===== config.mk =====
export PLATFORM = sky130hd
export DESIGN_NAME = mouse_event_report_encoder_top_flat
export DESIGN_NICKNAME = d
export VERILOG_FILES = /design/src/hw/rtl/merc_pkg.sv /design/src/hw/rtl/merc_if.sv /design/src/hw/rtl/merc_event_decode.sv /design/src/hw/rtl/merc_msg_build.sv /design/src/hw/rtl/merc_byte_serializer.sv /design/src/hw/rtl/mouse_event_report_encoder_top.sv /design/src/flat_wrapper.sv
export SDC_FILE = /design/constraint.sdc
export NUM_CORES = 1
export LEC_CHECK = 0
export ABC_AREA = 1
export BUFFER_PORTS_ARGS = -buffer_cell sky130_fd_sc_hd__buf_4
export CORE_MARGIN = 3
export CORE_UTILIZATION = 50
export CTS_CLUSTER_DIAMETER = 150
export DETAILED_ROUTE_END_ITERATION = 7
export PLACE_DENSITY = 0.67
export SETUP_SLACK_MARGIN = 0.5
export SLEW_MARGIN = 0
export SYNTH_ARGS = -nofsm -noshare
export SYNTH_HDL_FRONTEND = slang
export SYNTH_HIERARCHICAL = 1
export SYNTH_SLANG_ARGS = --single-unit

===== constraint.sdc =====
create_clock -name clk -period 20.8 [get_ports clk]
set_input_delay 1.04 -clock clk [delete_from_list [all_inputs] [get_ports clk]]
set_output_delay 1.04 -clock clk [all_outputs]
set_load 0.03 [all_outputs]

===== src/hw/rtl/merc_pkg.sv =====
// ----------------------------------------------------------------------------
// merc_pkg: shared definitions for the mouse event report encoder
// Field widths, event and register codes, escape sequence characters,
// pipeline structs and the constant-divisor helpers used for decimal output.
// ----------------------------------------------------------------------------
package merc_pkg;

  // Field widths.
  localparam int COORD_W   = 12;
  localparam int CODE_W    = 10;
  localparam int BYTE_W    = 8;
  localparam int NUM_W     = 13;
  localparam int Q10_W     = 10;
  localparam int Q100_W    = 7;
  localparam int Q1000_W   = 4;
  localparam int MSG_SLOTS = 18;
  localparam int CFG_ADDR_W = 3;
  localparam int CFG_DATA_W = 32;

  // Default coordinate limit.
  localparam int MAX_COORD_DEF = 4095;

  // Event kinds.
  localparam logic [1:0] KIND_PRESS   = 2'd0;
  localparam logic [1:0] KIND_RELEASE = 2'd1;
  localparam logic [1:0] KIND_MOTION  = 2'd2;
  localparam logic [1:0] KIND_NONE    = 2'd3;

  // Tracking modes.
  localparam logic [2:0] TM_NONE  = 3'd0;
  localparam logic [2:0] TM_X10   = 3'd1;
  localparam logic [2:0] TM_CLICK = 3'd2;
  localparam logic [2:0] TM_DRAG  = 3'd3;
  localparam logic [2:0] TM_ANY   = 3'd4;

  // Report formats.
  localparam logic [1:0] FMT_NORMAL = 2'd0;
  localparam logic [1:0] FMT_SGR    = 2'd1;
  localparam logic [1:0] FMT_URXVT  = 2'd2;
  localparam logic [1:0] FMT_UTF8   = 2'd3;

  // Register index (address bit 2).
  localparam logic REG_TRACKING = 1'b0;
  localparam logic REG_FORMAT   = 1'b1;

  // Linux input button codes, named by the X button they map to.
  localparam logic [CODE_W-1:0] BCODE_NONE = 10'h000;
  localparam logic [CODE_W-1:0] BCODE_X1   = 10'h110;
  localparam logic [CODE_W-1:0] BCODE_X3   = 10'h111;
  localparam logic [CODE_W-1:0] BCODE_X2   = 10'h112;
  localparam logic [CODE_W-1:0] BCODE_X8   = 10'h113;
  localparam logic [CODE_W-1:0] BCODE_X9   = 10'h114;
  localparam logic [CODE_W-1:0] BCODE_X5   = 10'h115;
  localparam logic [CODE_W-1:0] BCODE_X4   = 10'h116;

  // Sequence characters.
  localparam logic [BYTE_W-1:0] CH_ESC    = 8'h1b;
  localparam logic [BYTE_W-1:0] CH_LBRACK = 8'h5b;
  localparam logic [BYTE_W-1:0] CH_UPPER_M = 8'h4d;
  localparam logic [BYTE_W-1:0] CH_LOWER_M = 8'h6d;
  localparam logic [BYTE_W-1:0] CH_LT     = 8'h3c;
  localparam logic [BYTE_W-1:0] CH_SEMI   = 8'h3b;
  localparam logic [BYTE_W-1:0] CH_ZERO   = 8'h30;

  // One input event as held in the input register.
  typedef struct packed {
    logic [1:0]         mode;
    logic [CODE_W-1:0]  button_code;
    logic [COORD_W-1:0] cell_row;
    logic [COORD_W-1:0] cell_col;
    logic               shift_held;
    logic               alt_held;
    logic               ctrl_held;
    logic               raw_shift;
  } item_t;

  // A number to print in decimal, with its precomputed quotients.
  typedef struct packed {
    logic [NUM_W-1:0]   v;
    logic [Q10_W-1:0]   q10;
    logic [Q100_W-1:0]  q100;
    logic [Q1000_W-1:0] q1000;
  } num_t;

  // Decoded event between the decode and the message build.
  typedef struct packed {
    logic              emit;
    logic [1:0]        fmt;
    logic              rel;
    logic [BYTE_W-1:0] x_b;
    logic [BYTE_W-1:0] y_b;
    num_t              n_btn;
    num_t              n_col;
    num_t              n_row;
  } dec_t;

  // Message in fixed slots plus the mask of slots that are sent.
  typedef struct packed {
    logic [MSG_SLOTS-1:0][BYTE_W-1:0] bytes;
    logic [MSG_SLOTS-1:0]             keep;
  } msg_t;

  // v / 10 for v below 8192, by reciprocal multiplication.
  function automatic logic [Q10_W-1:0] div10(input logic [NUM_W-1:0] v);
    logic [28:0] p;
    p = 29'(v) * 29'd52429;
    return p[28:19];
  endfunction

  // v / 100 for v below 8192.
  function automatic logic [Q100_W-1:0] div100(input logic [NUM_W-1:0] v);
    logic [25:0] p;
    p = 26'(v) * 26'd5243;
    return p[25:19];
  endfunction

  // v / 1000 for v below 8192.
  function automatic logic [Q1000_W-1:0] div1000(input logic [NUM_W-1:0] v);
    logic [27:0] p;
    p = 28'(v) * 28'd16778;
    return p[27:24];
  endfunction

  // Quotients of one number.
  function automatic num_t make_num(input logic [NUM_W-1:0] v);
    num_t n;
    n.v     = v;
    n.q10   = div10(v);
    n.q100  = div100(v);
    n.q1000 = div1000(v);
    return n;
  endfunction

endpackage


===== src/hw/rtl/merc_if.sv =====
// ----------------------------------------------------------------------------
// merc_if: request channels of the mouse event report encoder
// merc_in_if carries one mouse event, merc_out_if one byte of a report.
// ----------------------------------------------------------------------------
interface merc_in_if;
  logic                         valid;
  logic                         ready;
  logic [1:0]                   mode;
  logic [merc_pkg::CODE_W-1:0]  button_code;
  logic [merc_pkg::COORD_W-1:0] cell_row;
  logic [merc_pkg::COORD_W-1:0] cell_col;
  logic                         shift_held;
  logic                         alt_held;
  logic                         ctrl_held;
  logic                         raw_shift;

  modport source (
    output valid, mode, button_code, cell_row, cell_col,
    output shift_held, alt_held, ctrl_held, raw_shift,
    input  ready
  );
  modport sink (
    input  valid, mode, button_code, cell_row, cell_col,
    input  shift_held, alt_held, ctrl_held, raw_shift,
    output ready
  );
endinterface

interface merc_out_if;
  logic                        valid;
  logic                        ready;
  logic [merc_pkg::BYTE_W-1:0] report_byte;
  logic                        last_byte;

  modport source (output valid, report_byte, last_byte, input ready);
  modport sink   (input valid, report_byte, last_byte, output ready);
endinterface


===== src/hw/rtl/merc_event_decode.sv =====
// ----------------------------------------------------------------------------
// merc_event_decode: button mapping, filtering and number preparation
// Maps the button, applies modifiers, filters on tracking mode and format,
// saturates the coordinates and computes the decimal quotients.
// ----------------------------------------------------------------------------
module merc_event_decode #(
  parameter int MAX_COORD = merc_pkg::MAX_COORD_DEF
) (
  input  merc_pkg::item_t item,
  input  logic [2:0]      tracking_mode,
  input  logic [1:0]      report_format,
  output merc_pkg::dec_t  dec
);

  localparam int CW = merc_pkg::COORD_W;
  localparam int NW = merc_pkg::NUM_W;
  localparam logic [CW-1:0] SAT_VAL = CW'(MAX_COORD);

  logic          motion;
  logic          rel;
  logic          known;
  logic          scroll;
  logic [7:0]    base;
  logic [7:0]    enc;
  logic [7:0]    rel_v;
  logic [7:0]    btnv;
  logic          track_ok;
  logic [CW-1:0] row_s;
  logic [CW-1:0] col_s;
  logic [NW-1:0] x_sum;
  logic [NW-1:0] y_sum;

  assign motion = (item.mode == merc_pkg::KIND_MOTION);
  assign rel    = (item.mode == merc_pkg::KIND_RELEASE);

  // Button code to encoded button base.
  always_comb begin
    known  = 1'b1;
    scroll = 1'b0;
    base   = 8'd0;
    case (item.button_code)
      merc_pkg::BCODE_X1: base = 8'd0;
      merc_pkg::BCODE_X2: base = 8'd1;
      merc_pkg::BCODE_X3: base = 8'd2;
      merc_pkg::BCODE_X4: begin
        base   = 8'd64;
        scroll = 1'b1;
      end
      merc_pkg::BCODE_X5: begin
        base   = 8'd65;
        scroll = 1'b1;
      end
      merc_pkg::BCODE_X8: base = 8'd128;
      merc_pkg::BCODE_X9: base = 8'd129;
      default: begin
        // Motion with no button held reports button 3.
        if (motion && item.button_code == merc_pkg::BCODE_NONE) begin
          base = 8'd3;
        end else begin
          known = 1'b0;
        end
      end
    endcase
  end

  // Motion and modifier offsets.
  assign enc = base + (motion ? 8'd32 : 8'd0)
             + {3'b000, item.ctrl_held, item.alt_held, item.shift_held, 2'b00};
  assign rel_v = 8'd32 + (rel ? 8'd3 : enc);
  assign btnv  = (report_format == merc_pkg::FMT_SGR) ? enc : rel_v;

  // Tracking mode filter.
  always_comb begin
    if (motion) begin
      track_ok = (tracking_mode == merc_pkg::TM_ANY) ||
                 (tracking_mode == merc_pkg::TM_DRAG &&
                  item.button_code != merc_pkg::BCODE_NONE);
    end else begin
      track_ok = (tracking_mode == merc_pkg::TM_X10)   ||
                 (tracking_mode == merc_pkg::TM_CLICK) ||
                 (tracking_mode == merc_pkg::TM_DRAG)  ||
                 (tracking_mode == merc_pkg::TM_ANY);
    end
  end

  // Coordinate saturation.
  assign row_s = (32'(item.cell_row) > MAX_COORD) ? SAT_VAL : item.cell_row;
  assign col_s = (32'(item.cell_col) > MAX_COORD) ? SAT_VAL : item.cell_col;

  // Normal format coordinate bytes, saturated at 255.
  assign x_sum = NW'(col_s) + NW'(33);
  assign y_sum = NW'(row_s) + NW'(33);

  always_comb begin
    dec.emit = !item.raw_shift && (item.mode != merc_pkg::KIND_NONE) && known &&
               !(rel && scroll) && track_ok &&
               (report_format != merc_pkg::FMT_UTF8);
    dec.fmt   = report_format;
    dec.rel   = rel;
    dec.x_b   = (x_sum > NW'(255)) ? 8'hff : x_sum[7:0];
    dec.y_b   = (y_sum > NW'(255)) ? 8'hff : y_sum[7:0];
    dec.n_btn = merc_pkg::make_num(NW'(btnv));
    dec.n_col = merc_pkg::make_num(NW'(col_s) + NW'(1));
    dec.n_row = merc_pkg::make_num(NW'(row_s) + NW'(1));
  end

endmodule


===== src/hw/rtl/merc_msg_build.sv =====
// ----------------------------------------------------------------------------
// merc_msg_build: escape sequence layout
// Turns the decoded event into fixed byte slots and a mask of the slots to
// send; leading zeros of the decimal numbers are masked out.
// ----------------------------------------------------------------------------
module merc_msg_build (
  input  merc_pkg::dec_t dec,
  output merc_pkg::msg_t msg
);

  localparam int SLOT_ESC  = 0;
  localparam int SLOT_BRK  = 1;
  localparam int SLOT_PFX  = 2;
  localparam int SLOT_N0   = 3;
  localparam int SLOT_SEP0 = 7;
  localparam int SLOT_N1   = 8;
  localparam int SLOT_SEP1 = 12;
  localparam int SLOT_N2   = 13;
  localparam int SLOT_TERM = 17;

  typedef struct packed {
    logic [3:0][merc_pkg::BYTE_W-1:0] chars;
    logic [3:0]                       keep;
  } digits_t;

  // Four ASCII digits, most significant first, with leading zeros masked.
  function automatic digits_t to_digits(input merc_pkg::num_t n);
    digits_t                   d;
    logic [merc_pkg::NUM_W-1:0]  r0;
    logic [merc_pkg::Q10_W-1:0]  r1;
    logic [merc_pkg::Q100_W-1:0] r2;
    r0 = n.v - merc_pkg::NUM_W'({n.q10, 3'b000})
             - merc_pkg::NUM_W'({n.q10, 1'b0});
    r1 = n.q10 - merc_pkg::Q10_W'({n.q100, 3'b000})
               - merc_pkg::Q10_W'({n.q100, 1'b0});
    r2 = n.q100 - merc_pkg::Q100_W'({n.q1000, 3'b000})
                - merc_pkg::Q100_W'({n.q1000, 1'b0});
    d.chars[3] = merc_pkg::CH_ZERO + 8'(n.q1000);
    d.chars[2] = merc_pkg::CH_ZERO + 8'(r2[3:0]);
    d.chars[1] = merc_pkg::CH_ZERO + 8'(r1[3:0]);
    d.chars[0] = merc_pkg::CH_ZERO + 8'(r0[3:0]);
    d.keep[3]  = (n.q1000 != '0);
    d.keep[2]  = (n.q100 != '0);
    d.keep[1]  = (n.q10 != '0);
    d.keep[0]  = 1'b1;
    return d;
  endfunction

  digits_t dg_btn;
  digits_t dg_col;
  digits_t dg_row;

  assign dg_btn = to_digits(dec.n_btn);
  assign dg_col = to_digits(dec.n_col);
  assign dg_row = to_digits(dec.n_row);

  // Slot fill per format.
  always_comb begin
    msg = '0;
    msg.bytes[SLOT_ESC] = merc_pkg::CH_ESC;
    msg.bytes[SLOT_BRK] = merc_pkg::CH_LBRACK;
    case (dec.fmt)
      merc_pkg::FMT_NORMAL: begin
        msg.bytes[SLOT_PFX]    = merc_pkg::CH_UPPER_M;
        msg.bytes[SLOT_N0]     = dec.n_btn.v[7:0];
        msg.bytes[SLOT_N0 + 1] = dec.x_b;
        msg.bytes[SLOT_N0 + 2] = dec.y_b;
        msg.keep[SLOT_N0 + 2:SLOT_ESC] = '1;
      end
      merc_pkg::FMT_SGR, merc_pkg::FMT_URXVT: begin
        for (int i = 0; i < 4; i++) begin
          msg.bytes[SLOT_N0 + 3 - i] = dg_btn.chars[i];
          msg.bytes[SLOT_N1 + 3 - i] = dg_col.chars[i];
          msg.bytes[SLOT_N2 + 3 - i] = dg_row.chars[i];
          msg.keep[SLOT_N0 + 3 - i]  = dg_btn.keep[i];
          msg.keep[SLOT_N1 + 3 - i]  = dg_col.keep[i];
          msg.keep[SLOT_N2 + 3 - i]  = dg_row.keep[i];
        end
        msg.bytes[SLOT_SEP0] = merc_pkg::CH_SEMI;
        msg.bytes[SLOT_SEP1] = merc_pkg::CH_SEMI;
        msg.keep[SLOT_ESC]   = 1'b1;
        msg.keep[SLOT_BRK]   = 1'b1;
        msg.keep[SLOT_SEP0]  = 1'b1;
        msg.keep[SLOT_SEP1]  = 1'b1;
        msg.keep[SLOT_TERM]  = 1'b1;
        if (dec.fmt == merc_pkg::FMT_SGR) begin
          // SGR carries a '<' marker and a lower-case terminator on release.
          msg.bytes[SLOT_PFX]  = merc_pkg::CH_LT;
          msg.keep[SLOT_PFX]   = 1'b1;
          msg.bytes[SLOT_TERM] = dec.rel ? merc_pkg::CH_LOWER_M : merc_pkg::CH_UPPER_M;
        end else begin
          msg.bytes[SLOT_TERM] = merc_pkg::CH_UPPER_M;
        end
      end
      default: begin
        msg.keep = '0;
      end
    endcase
    // Suppressed events send nothing.
    if (!dec.emit) begin
      msg.keep = '0;
    end
  end

endmodule


===== src/hw/rtl/merc_byte_serializer.sv =====
// ----------------------------------------------------------------------------
// merc_byte_serializer: message buffer and byte output register
// Holds one message, sends its kept slots in order via a registered output,
// one byte per cycle unless stalled; next message loads as the last byte goes.
// ----------------------------------------------------------------------------
module merc_byte_serializer (
  input  logic               clk,
  input  logic               rst_n,
  input  logic               load,
  input  merc_pkg::msg_t     msg_in,
  output logic               free,
  merc_out_if.source         out_rpt
);

  localparam int NS = merc_pkg::MSG_SLOTS;

  logic [NS-1:0][merc_pkg::BYTE_W-1:0] bytes_r;
  logic [NS-1:0]                       keep_r;
  logic [NS-1:0]                       keep_nxt;
  logic [NS-1:0]                       keep_rem;
  logic [NS-1:0]                       sel;
  logic [merc_pkg::BYTE_W-1:0]         pick;
  logic                                out_ok;
  logic                                pop;
  logic                                out_vld_r;
  logic [merc_pkg::BYTE_W-1:0]         out_byte_r;
  logic                                out_last_r;

  // Lowest kept slot goes next.
  assign sel = keep_r & (~keep_r + 1'b1);

  always_comb begin
    pick = '0;
    for (int i = 0; i < NS; i++) begin
      pick = pick | (bytes_r[i] & {merc_pkg::BYTE_W{sel[i]}});
    end
  end

  assign out_ok   = !out_vld_r || out_rpt.ready;
  assign pop      = out_ok && (keep_r != '0);
  assign keep_rem = pop ? (keep_r & (keep_r - 1'b1)) : keep_r;
  assign free     = (keep_rem == '0);
  assign keep_nxt = load ? msg_in.keep : keep_rem;

  // Message buffer.
  always_ff @(posedge clk) begin
    if (load) begin
      bytes_r <= msg_in.bytes;
    end
  end

  always_ff @(posedge clk) begin
    if (!rst_n) begin
      keep_r <= '0;
    end else begin
      keep_r <= keep_nxt;
    end
  end

  // Output register.
  always_ff @(posedge clk) begin
    if (!rst_n) begin
      out_vld_r <= 1'b0;
    end else if (out_ok) begin
      out_vld_r <= pop;
    end
  end

  always_ff @(posedge clk) begin
    if (pop) begin
      out_byte_r <= pick;
      out_last_r <= (keep_rem == '0);
    end
  end

  assign out_rpt.valid       = out_vld_r;
  assign out_rpt.report_byte = out_byte_r;
  assign out_rpt.last_byte   = out_last_r;

endmodule


===== src/hw/rtl/mouse_event_report_encoder_top.sv =====
// ----------------------------------------------------------------------------
// mouse_event_report_encoder_top: terminal mouse report encoder
// Encodes one mouse event into the escape sequence for the configured
// tracking mode and report format, one byte per result request.
// ----------------------------------------------------------------------------
// Usage:
//   in_evt carries one mouse event per request; out_rpt returns the report
//   bytes, with last_byte set on the final byte of each sequence. Events
//   that are filtered out produce no bytes at all.
//   The APB port sets tracking_mode (address 0) and report_format
//   (address 4); write it only while no event is in flight.
// Path: the first byte of a report is offered once the event accepted into
//   the input register has passed the decode register, the message buffer
//   and the output register.
// Throughput: one byte per cycle on out_rpt while out_rpt.ready is high. An
//   event holds the message buffer until its last byte moves to the output
//   register, and the next event's message loads as that byte goes; a
//   suppressed event loads an empty message and sends no bytes.
// Reset: rst_n (synchronous) clears both registers to zero and empties the
//   pipeline.
// Stall: while out_rpt.ready is low the output byte holds, and the message
//   buffer, decode stage and input register fill before in_evt.ready drops.
// ----------------------------------------------------------------------------
module mouse_event_report_encoder_top #(
  parameter int MAX_COORD = merc_pkg::MAX_COORD_DEF
) (
  input  logic                              clk,
  input  logic                              rst_n,
  merc_in_if.sink                           in_evt,
  merc_out_if.source                        out_rpt,
  input  logic                              psel,
  input  logic                              penable,
  input  logic                              pwrite,
  input  logic [merc_pkg::CFG_ADDR_W-1:0]   paddr,
  input  logic [merc_pkg::CFG_DATA_W-1:0]   pwdata,
  output logic [merc_pkg::CFG_DATA_W-1:0]   prdata,
  output logic                              pready
);

  logic            reg_idx;
  logic [2:0]      tracking_mode_r;
  logic [1:0]      report_format_r;
  logic            cfg_wr;
  logic            a_vld_r;
  merc_pkg::item_t a_item_r;
  logic            b_vld_r;
  merc_pkg::dec_t  b_dec_r;
  merc_pkg::dec_t  dec;
  merc_pkg::msg_t  msg;
  logic            ser_free;
  logic            b_adv;
  logic            b_load;
  logic            a_take;

  // Configuration registers.
  assign pready  = 1'b1;
  assign cfg_wr  = psel && penable && pwrite && pready;
  assign reg_idx = paddr[2];

  always_ff @(posedge clk) begin
    if (!rst_n) begin
      tracking_mode_r <= merc_pkg::TM_NONE;
      report_format_r <= merc_pkg::FMT_NORMAL;
    end else if (cfg_wr) begin
      case (reg_idx)
        merc_pkg::REG_TRACKING: tracking_mode_r <= pwdata[2:0];
        merc_pkg::REG_FORMAT:   report_format_r <= pwdata[1:0];
        default: ;
      endcase
    end
  end

  always_comb begin
    case (reg_idx)
      merc_pkg::REG_TRACKING: prdata = merc_pkg::CFG_DATA_W'(tracking_mode_r);
      merc_pkg::REG_FORMAT:   prdata = merc_pkg::CFG_DATA_W'(report_format_r);
      default:                prdata = '0;
    endcase
  end

  // Pipeline flow control.
  assign b_adv         = b_vld_r && ser_free;
  assign b_load        = !b_vld_r || b_adv;
  assign a_take        = a_vld_r && b_load;
  assign in_evt.ready  = !a_vld_r || b_load;

  // Input register.
  always_ff @(posedge clk) begin
    if (!rst_n) begin
      a_vld_r <= 1'b0;
    end else if (in_evt.ready) begin
      a_vld_r <= in_evt.valid;
    end
  end

  always_ff @(posedge clk) begin
    if (in_evt.valid && in_evt.ready) begin
      a_item_r.mode        <= in_evt.mode;
      a_item_r.button_code <= in_evt.button_code;
      a_item_r.cell_row    <= in_evt.cell_row;
      a_item_r.cell_col    <= in_evt.cell_col;
      a_item_r.shift_held  <= in_evt.shift_held;
      a_item_r.alt_held    <= in_evt.alt_held;
      a_item_r.ctrl_held   <= in_evt.ctrl_held;
      a_item_r.raw_shift   <= in_evt.raw_shift;
    end
  end

  // Event decode.
  merc_event_decode #(
    .MAX_COORD (MAX_COORD)
  ) u_decode (
    .item          (a_item_r),
    .tracking_mode (tracking_mode_r),
    .report_format (report_format_r),
    .dec           (dec)
  );

  // Decode register.
  always_ff @(posedge clk) begin
    if (!rst_n) begin
      b_vld_r <= 1'b0;
    end else if (b_load) begin
      b_vld_r <= a_take;
    end
  end

  always_ff @(posedge clk) begin
    if (a_take) begin
      b_dec_r <= dec;
    end
  end

  // Message layout.
  merc_msg_build u_build (
    .dec (b_dec_r),
    .msg (msg)
  );

  // Byte output.
  merc_byte_serializer u_ser (
    .clk     (clk),
    .rst_n   (rst_n),
    .load    (b_adv),
    .msg_in  (msg),
    .free    (ser_free),
    .out_rpt (out_rpt)
  );

endmodule


===== src/flat_wrapper.sv =====
// flat-port wrapper written by rule: the top's interface ports become plain ports
module mouse_event_report_encoder_top_flat 
#(
  parameter int MAX_COORD = merc_pkg::MAX_COORD_DEF
)
  (clk, rst_n, psel, penable, pwrite, paddr, pwdata, prdata, pready, in_evt_valid, in_evt_mode, in_evt_button_code, in_evt_cell_row, in_evt_cell_col, in_evt_shift_held, in_evt_alt_held, in_evt_ctrl_held, in_evt_raw_shift, in_evt_ready, out_rpt_valid, out_rpt_report_byte, out_rpt_last_byte, out_rpt_ready);
  merc_in_if in_evt_i ();
  merc_out_if out_rpt_i ();
  input  logic clk;
  input  logic rst_n;
  input  logic psel;
  input  logic penable;
  input  logic pwrite;
  input  logic [merc_pkg::CFG_ADDR_W-1:0] paddr;
  input  logic [merc_pkg::CFG_DATA_W-1:0] pwdata;
  output logic [merc_pkg::CFG_DATA_W-1:0] prdata;
  output logic pready;
  input wire logic [$bits(in_evt_i.valid)-1:0] in_evt_valid;
  input wire logic [$bits(in_evt_i.mode)-1:0] in_evt_mode;
  input wire logic [$bits(in_evt_i.button_code)-1:0] in_evt_button_code;
  input wire logic [$bits(in_evt_i.cell_row)-1:0] in_evt_cell_row;
  input wire logic [$bits(in_evt_i.cell_col)-1:0] in_evt_cell_col;
  input wire logic [$bits(in_evt_i.shift_held)-1:0] in_evt_shift_held;
  input wire logic [$bits(in_evt_i.alt_held)-1:0] in_evt_alt_held;
  input wire logic [$bits(in_evt_i.ctrl_held)-1:0] in_evt_ctrl_held;
  input wire logic [$bits(in_evt_i.raw_shift)-1:0] in_evt_raw_shift;
  output wire logic [$bits(in_evt_i.ready)-1:0] in_evt_ready;
  output wire logic [$bits(out_rpt_i.valid)-1:0] out_rpt_valid;
  output wire logic [$bits(out_rpt_i.report_byte)-1:0] out_rpt_report_byte;
  output wire logic [$bits(out_rpt_i.last_byte)-1:0] out_rpt_last_byte;
  input wire logic [$bits(out_rpt_i.ready)-1:0] out_rpt_ready;
  assign in_evt_i.valid = in_evt_valid;
  assign in_evt_i.mode = in_evt_mode;
  assign in_evt_i.button_code = in_evt_button_code;
  assign in_evt_i.cell_row = in_evt_cell_row;
  assign in_evt_i.cell_col = in_evt_cell_col;
  assign in_evt_i.shift_held = in_evt_shift_held;
  assign in_evt_i.alt_held = in_evt_alt_held;
  assign in_evt_i.ctrl_held = in_evt_ctrl_held;
  assign in_evt_i.raw_shift = in_evt_raw_shift;
  assign in_evt_ready = in_evt_i.ready;
  assign out_rpt_valid = out_rpt_i.valid;
  assign out_rpt_report_byte = out_rpt_i.report_byte;
  assign out_rpt_last_byte = out_rpt_i.last_byte;
  assign out_rpt_i.ready = out_rpt_ready;
  mouse_event_report_encoder_top #(.MAX_COORD(MAX_COORD)) u_core (.clk(clk), .rst_n(rst_n), .in_evt(in_evt_i), .out_rpt(out_rpt_i), .psel(psel), .penable(penable), .pwrite(pwrite), .paddr(paddr), .pwdata(pwdata), .prdata(prdata), .pready(pready));
endmodule

## Word level (Yosys, flattened, before mapping)

Cells that the tools add are included.

- Register bits: 283
- Output and inout bits: 44
- Logic and storage cells: 216

- $add $sub $neg: 36
- Multiply operators: 8
- $lt $le $gt $ge: 2
- Eq/ne operators: 18
- Multiplexer cells: 21
- Bitwise logic cells: 37
- Reductions and logical operators: 45

Operators by type and width:

| cell | count |
|---|---|
| $pmux 32 s2 | 2 |
| $or 8x8->8 | 15 |
| $and 8x8->8 | 11 |
| $add 6x4->7 const A | 10 |
| $eq 10x9->1 const B | 7 |
| $sub 4x4->4 | 16 |
| $mul 13x16->29 const B | 2 |
| $pmux 8 s7 | 1 |
| $mul 13x14->27 const B | 2 |
| $mux 18 | 3 |
| $mux 54 | 1 |
| $mul 13x13->26 const B | 2 |
| $and 7x8->8 | 5 |
| $reduce_bool 10->1 | 4 |
| $and 18x18->18 | 2 |
| $add 12x1->13 const B | 2 |
| $add 12x6->13 const B | 2 |
| $gt 13x8->1 const B | 2 |
| $mul 8x16->24 const B | 1 |
| $mul 8x13->21 const B | 1 |
| $reduce_bool 7->1 | 3 |
| $add 18x1->18 const B | 1 |
| $logic_not 18->1 | 1 |
| $mux 6 | 3 |
| 31 further kinds | 68 |

## Depth between registers and ports, before layout

Gate-level depths: netlist of the first run.

- Depth after elaboration: 20
- Mapped depth: 35
- Mapped depth without buffers: 35

## Cells and area by module

Netlist of the first run, hierarchy kept.

By module, submodules not included:

| module | instances | cells an instance | area an instance (µm²) | seq. area each (µm²) |
|---|---|---|---|---|
| merc_event_decode | 1 | 2447 | 19937.9 | 0.0 |
| merc_byte_serializer | 1 | 552 | 6727.7 | 4974.8 |
| mouse_event_report_encoder_top | 1 | 251 | 5450.2 | 5004.8 |
| merc_msg_build | 1 | 469 | 2795.2 | 0.0 |

## Least setup slack after synthesis of the first run

OpenSTA, ideal clock, no wires.

- Kind: input to register
- Start point: input out_rpt_ready
- End point: register u_core/b_dec_r[0] in the netlist's numbering (enable)
- Library setup time: 0.643 ns
- Arrival time: 7.951 ns
- Data required time: 20.157 ns
- Slack: 12.206 ns
- Cell stages on the path: 11
- Cells stage by stage: nor2_1 -> inv_1 -> buf_1 -> nand3_1 -> nand2_1 -> nand2_1 -> nor2_1 -> nand3_1 -> nor2_1 -> inv_1 -> a21oi_1

- Word-level cells in the longest chain between the ends: 7

Ends and longest elaborated chain:

| what | RTL line | RTL |
|---|---|---|
| from (decl) | flat_wrapper.sv:31 | `input wire logic [$bits(out_rpt_i.ready)-1:0] out_rpt_ready;` |
| $logic_or 1x1->1 | merc_byte_serializer.sv:39 | `assign out_ok = !out_vld_r \|\| out_rpt.ready;` |
| $logic_and 1x1->1 | merc_byte_serializer.sv:40 | `assign pop = out_ok && (keep_r != '0);` |
| $mux 18 | merc_byte_serializer.sv:41 | `assign keep_rem = pop ? (keep_r & (keep_r - 1'b1)) : keep_r;` |
| $logic_not 18->1 | merc_byte_serializer.sv:42 | `assign free = (keep_rem == '0);` |
| net u_core.ser_free | mouse_event_report_encoder_top.sv:50 | `logic ser_free;` |
| $logic_and 1x1->1 | mouse_event_report_encoder_top.sv:82 | `assign b_adv = b_vld_r && ser_free;` |
| $logic_or 1x1->1 | mouse_event_report_encoder_top.sv:83 | `assign b_load = !b_vld_r \|\| b_adv;` |
| $logic_and 1x1->1 | mouse_event_report_encoder_top.sv:84 | `assign a_take = a_vld_r && b_load;` |
| net u_core.a_take | mouse_event_report_encoder_top.sv:53 | `logic a_take;` |
| to (signal assigned) | mouse_event_report_encoder_top.sv:130 | `b_dec_r <= dec;` |
| to (decl) | mouse_event_report_encoder_top.sv:47 | `merc_pkg::dec_t b_dec_r;` |

The timed path passes the listed nets, and every way through them passes these cells.
A chain may end at the register's enable or synchronous reset.

==> metrics.yaml, run 1 <==
cts_sinks: 318
hold_path_depth: 2
syn_area_per_cell_um2: 9.261
start_util_pct: 50.72
cpMaxStageDelayCell: "fa_1"
worstPathRequired_ns: 21.11
min_path_type: "reg -> reg"
cts.repair.resized: 0
clock_path_buffers: 3
hpwlAfterDp_um: 62130
clk_pin_slew_worst_paths_ns: 0.06
fillCellCount: 6045
io_pins: 126
finalMaxSlewViolations: 0
dieArea_mm2: 0.07154
multi_input_area_mm2: 0.02112
holdPathEnd: "u_core/u_ser/bytes_r[36]"
antenna_found_initial: 1
drtIter0Drc: 1296
holdBufCountCts: 0
final_core_util_pct: 53.88
min_from: "u_core/b_dec_r[114]"
wl_per_cell_um: 16.27
cts_tree: "done"
cts_setup_buffers: 0
worstPathMaxFanout: 8
antennaDiodeCount: 0
path_class: "reg -> reg"
clock_skew_ns: 0.03653
drtPass1Iterations: 5
syn_inst: 3691
grt_pass1_vias: 23870
grt_max_degree: 79
arrival_ns: 7.28
critical_path.max_stage_delay_ns: 0.57
core_mm2: 0.06740
seqCellArea_mm2: 0.009289
reg2reg_to: "u_core/b_dec_r[20]"
drtAntennaViolNets: 0
num_rows: 95
worstMarginPinSlew_ns: 0.9842
worst_path_most_repeated_cell: "inv_1"
area_delta_synth_final_pct: 6.226
cp-end-kind: "flip-flop"
grt_usage_pct: 21.70
cts_buffers: 36
cts-root-buf: "clkbuf_16"
ff2ff_setup_slack_ns: 13.83
die_h_um: 267.5
setup_tns_ns: 0
gp_routability_congestion: 0.9235
slew_headroom_pct: 34.39
cts-htree-levels: 2
grt_pass1_wl_um: 123100
finalHoldViolations: 0
clk-insertion-delay-late_ns: 0.56
port_buffers: 64
post-route-period-util_pct: 33.50
drive_above_1_share_pct: 5.380
yosys_warnings: 6
setup_viol: 0
r2r-start: "u_core/a_item_r[16]"
rr_worst_depth: 32
syn_area_mm2: 0.03418
fp.dieW_um: 267.5
final_nets: 4706
drt_wl_total_um: 75600
grt_overflow: 0
vias: 23780
status: "completed"
finalCriticalPeriod_ns: 6.967
drv_cap: 0
vias_per_cell: 5.118
startpoint_type: "flip-flop"
fmax_mhz: 143.5
drc: 0
rsz0062_at_grt: "no"
## flip-flops by register name, indices dropped and copies added (netlist names)
register / cells
u_core/u_ser/bytes_r: 144
u_core/b_dec_r: 99
u_core/a_item_r: 40
u_core/u_ser/keep_r: 18
u_core/u_ser/out_rpt.report_byte: 8
u_core/tracking_mode_r: 3
u_core/report_format_r: 2
u_core/a_vld_r: 1
u_core/b_vld_r: 1
u_core/u_ser/out_rpt.last_byte: 1
u_core/u_ser/out_rpt.valid: 1
## how the worst max path moves through the flow
| stage | startpoint | end | slack (ns) | cells after the start |
|---|---|---|---|---|
| 3_3_place_gp | u_core/a_item_r[16] | u_core/b_dec_r[20] | 13.93 | 32 |
| 6_report | u_core/a_item_r[16] | u_core/b_dec_r[20] | 13.83 | 32 |
| 5_1_grt | u_core/a_item_r[16] | u_core/b_dec_r[18] | 13.30 | 32 |
| 3_5_place_dp | u_core/a_item_r[16] | u_core/b_dec_r[20] | 13.90 | 32 |
| 4_1_cts | u_core/a_item_r[16] | u_core/b_dec_r[20] | 13.86 | 32 |
| 2_1_floorplan | out_rpt_ready | u_core/b_dec_r[0] | 13.36 | 11 |
## critical path, delay by kind of cell, from the launching register on
kind,cells,cell delay (ns)
fa+ha+maj,7,3.15
flops,1,0.48
simple gates,16,1.77
buf+inv,8,0.83
xor+xnor,1,0.48
## cell usage in the layout (no fill, tap or decap), types with 7 or more instances in the layout
cell and n:
clkinv_1 7, nor2_4 7, a31oi_1 10, fa_1 287, inv_2 16, a21oi_1 188
conb_1 89, nor2_1 234, dfxtp_1 26, nand3_1 148, nor3_1 38, nand4_1 32
a21o_1 16, inv_1 781, nor2_2 13, buf_4 80, edfxtp_1 292, clkbuf_1 9
ha_1 591, nor4_1 11, a211oi_1 13, xnor2_1 25, o21ai_0 87, clkbuf_16 36
xor2_1 79, o21ai_1 7, a22o_1 8, nand2_1 544
## through the flow
step | instance area, µm² | hold WS (ns) | std cells | setup slack [ns]
2_1_floorplan | 34500 | 0.4473 | 3775 | 13.36
6_report | 36310 | 0.5071 | 4646 | 13.83
3_3_place_gp | 35130 | 0.4942 | 4581 | 13.93
4_1_cts | 36310 | 0.5074 | 4646 | 13.86
5_1_grt | 36310 | 0.5406 | 4646 | 13.30
3_5_place_dp | 35130 | 0.4932 | 4581 | 13.90
## per-layer routing
metal / wire length (µm) / vias to the layer above / global-route usage, % / share of wire (%)
li1: - / 11840 / - / -
met1: 36030 / 11290 / 31.61 / 48
met2: 34400 / 559 / 35.12 / 46
met3: 3681 / 88 / 2.572 / 4.9
met4: 1485 / 0 / 4.377 / 2.0
met5: 0 / - / 0 / 0
## cell type report
| cell class | count | share of cell area (%) |
|---|---|---|
| clock inverters | 20 | 0.6892 |
| repair buffers | 80 | 1.654 |
| well taps | 873 | 3.008 |
| clock buffers | 45 | 2.574 |
| multi-input cells | 2507 | 58.18 |
| flip-flops and latches | 318 | 25.58 |
| inverters | 803 | 8.318 |
Power of run 1 is left out: the tool's default activity adds up to more than one toggle a clock period on the data nets, which glitch-free logic cannot reach.
==> inputs of run 2 (changes only) <==
--- a/config.mk
+++ b/config.mk
@@ -11,7 +11,7 @@
 export CORE_UTILIZATION = 50
 export CTS_CLUSTER_DIAMETER = 150
 export DETAILED_ROUTE_END_ITERATION = 7
-export PLACE_DENSITY = 0.67
+export PLACE_DENSITY = 0.69
 export SETUP_SLACK_MARGIN = 0.5
 export SLEW_MARGIN = 0
 export SYNTH_ARGS = -nofsm -noshare
==> constraint.sdc (replaced) <==
create_clock -name clk -period 6.4 [get_ports clk]
set_input_delay 0.32 -clock clk [delete_from_list [all_inputs] [get_ports clk]]
set_output_delay 0.32 -clock clk [all_outputs]
set_load 0.03 [all_outputs]
==> run 2 against run 1 <==
  * Critical path depth decreased by 2
  * Wire length increased by 2.8%
  * Via count increased by 2.1%
  * Sequential share of layout area decreased by 1.1 points
  * Clock-buffer cell count increased by 4
  * Final area increased by 4.5%
  * Die area unchanged
  * Global-route usage increased by 0.27 points
  * Register-to-register slack got worse by 13 ns
  * Cell count increased by 2.1%
  * Hold slack got worse by 0.41 ns
  * Non-clock buffer count increased by 99
==> metrics.yaml, run 2 (same netlist as run 1, synthesis figures left out) <==
status: "completed"
grt_overflow: 0  # unchanged
hpwlAfterDp_um: 62720  # +0.95%
fillCellCount: 5690  # -5.9%
fp.dieW_um: 267.5  # unchanged
drtPass1Iterations: 5  # unchanged
finalNonFillerCells: 4743  # +2.1%
start_util_pct: 50.72  # unchanged
drv_cap: 0  # unchanged
finalHoldViolations: 0  # unchanged
finalCriticalPeriod_ns: 5.747  # -1.221 ns
drt_wl_total_um: 77720  # +2.8%
antennaDiodeCount: 0  # unchanged
rsz0062_at_grt: "yes"
core_mm2: 0.06740  # unchanged
top_register: "u_core/u_ser/bytes_r"
antenna_found_initial: 0  # -1
cts_tree: "done"
startpoint_type: "flip-flop"
setup_viol: 0  # unchanged
drtAntennaViolNets: 0  # unchanged
worst-path-buf-inv: 9  # +1
path_class: "reg -> reg"
clock_path_buffers: 3  # unchanged
area_delta_synth_final_pct: 11.04
placedCellCount: 4611  # +0.65%
clk-insertion-delay-late_ns: 0.55  # about the same
worstMarginPinSlew_ns: 1.054  # +0.06931 ns
cp-end-kind: "flip-flop"
post-route-period-util_pct: 89.79  # +56 points
final_core_util_pct: 56.32  # +2.4 points
cts_buffers: 37  # +2.8%
arrival_ns: 6.02  # -1.26 ns
drtIter0Drc: 1537  # +19%
worstPathRequired_ns: 6.67  # -14.44 ns
worst_slack_ns: 0.6532  # -13.18 ns
drive_above_1_share_pct: 9.819  # +4.4 points
grt_pass1_vias: 24080  # +0.87%
worst_path_most_repeated_cell: "inv_2"
wl_per_cell_um: 16.39  # +0.70%
grt_pass1_wl_um: 124600  # +1.3%
grt_max_degree: 89  # +13%
seqCellArea_mm2: 0.009289  # unchanged
fmax_mhz: 174.0  # +21%
port_buffers: 64  # unchanged
finalMaxSlewViolations: 0  # unchanged
num_rows: 95  # unchanged
final_cell_mix: "inv_1, ha_1, nand2_1"
min_path_type: "in -> reg"
cp_top_family: "adder cells"
post-place-ws_ns: 0.2543  # -13.64 ns
slew_headroom_pct: 29.77  # -4.6 points
vias_per_cell: 5.118  # about the same
cts-root-buf: "clkbuf_16"
io_pins: 126  # unchanged
grt_usage_pct: 21.97  # +0.27 points
clock_skew_ns: 0.02437  # -0.01216 ns
gp_routability_congestion: 0.9175  # -0.65%
dieArea_mm2: 0.07154  # unchanged
drc: 0  # unchanged
multi_input_area_mm2: 0.02187  # +3.5%
clk_pin_slew_worst_paths_ns: 0.06  # about the same
largest_register_ffs: 144  # unchanged
die_h_um: 267.5  # unchanged
vias: 24280  # +2.1%
cts_sinks: 318  # unchanged
final_nets: 4806  # +2.1%
critical_path.max_stage_delay_ns: 0.53  # -0.04 ns
layout_commonest_cell: "inv_1"
largestRegisters: "u_core/u_ser/bytes_r: 144 flops, u_core/b_dec_r: 99 flops, u_core/a_item_r: 40 flops"
setup_tns_ns: 0  # unchanged
worstPathMaxFanout: 4  # -4
cts-htree-levels: 2  # unchanged
cpMaxStageDelayCell: "fa_1"
ff2ff_setup_slack_ns: 0.65  # -13.18 ns
-- run 2: cell count changes in the layout (fill, tap and decap cells not counted), sizes merged --
cell	delta
clkinv	-1
inv	-2
clkbuf	+4
buf	+59
dlygate4sd3	+40
bufinv	-3
-- run 2: timing repair --
action	in CTS	in global routing
hold buffers	40	0
endpoints found under the hold margin	40	0
pin swaps	0	57
setup buffers	1	28
resized for setup	12	142
endpoints found under the setup margin	18	42
-- run 2: path summary, 6_finish.rpt --
| check | startpoint | end | cells past startpoint |
|---|---|---|---|
| setup / recovery | u_core/a_item_r[17] | u_core/b_dec_r[8] | 30 |
| hold / removal | pwdata[2] | u_core/tracking_mode_r[2] | 5 |
| setup reg to reg | u_core/a_item_r[17] | u_core/b_dec_r[8] | 30 |
| hold reg to reg | u_core/b_dec_r[114] | u_core/u_ser/bytes_r[36] | 2 |
-- run 2: worst register-to-register path: cells and delay by family, from the launching register on --
family | cells | cell delay (ns)
AO/OA/AOI/OAI | 1 | 0.10
XOR/XNOR | 2 | 0.35
adder cells (fa/ha/maj) | 7 | 2.72
buffers and inverters | 9 | 0.64
flip-flops | 1 | 0.43
AND/OR/NAND/NOR | 11 | 1.25
-- run 2: metal layers --
layer  vias up  track usage, %  part of all wire (%)
met5         -               0                     0
met4         0           5.335                   2.7
met3       131           2.627                   4.9
met2       554           35.84                    46
met1     11550           31.38                    46
li1      12040               -                     -
-- run 2: layout make-up --
class	instances	share of cell area, %
Clock buffer	49	2.828
Clock inverter	14	0.3494
Inverter	803	7.974
Multi-Input combinational cell	2507	57.61
Sequential cell	318	24.47
Tap cell	873	2.878
Timing Repair Buffer	179	3.886
-- run 2: per-stage QoR --
stage	hold slack [ns]	instance area, µm²
floorplan	0.4189	34510
global placement	0.4914	35360
detailed placement	0.4995	35360
CTS	0.06575	37030
global route	0.1013	37960
finish	0.1019	37960
Power of run 2 is left out for the same reason.
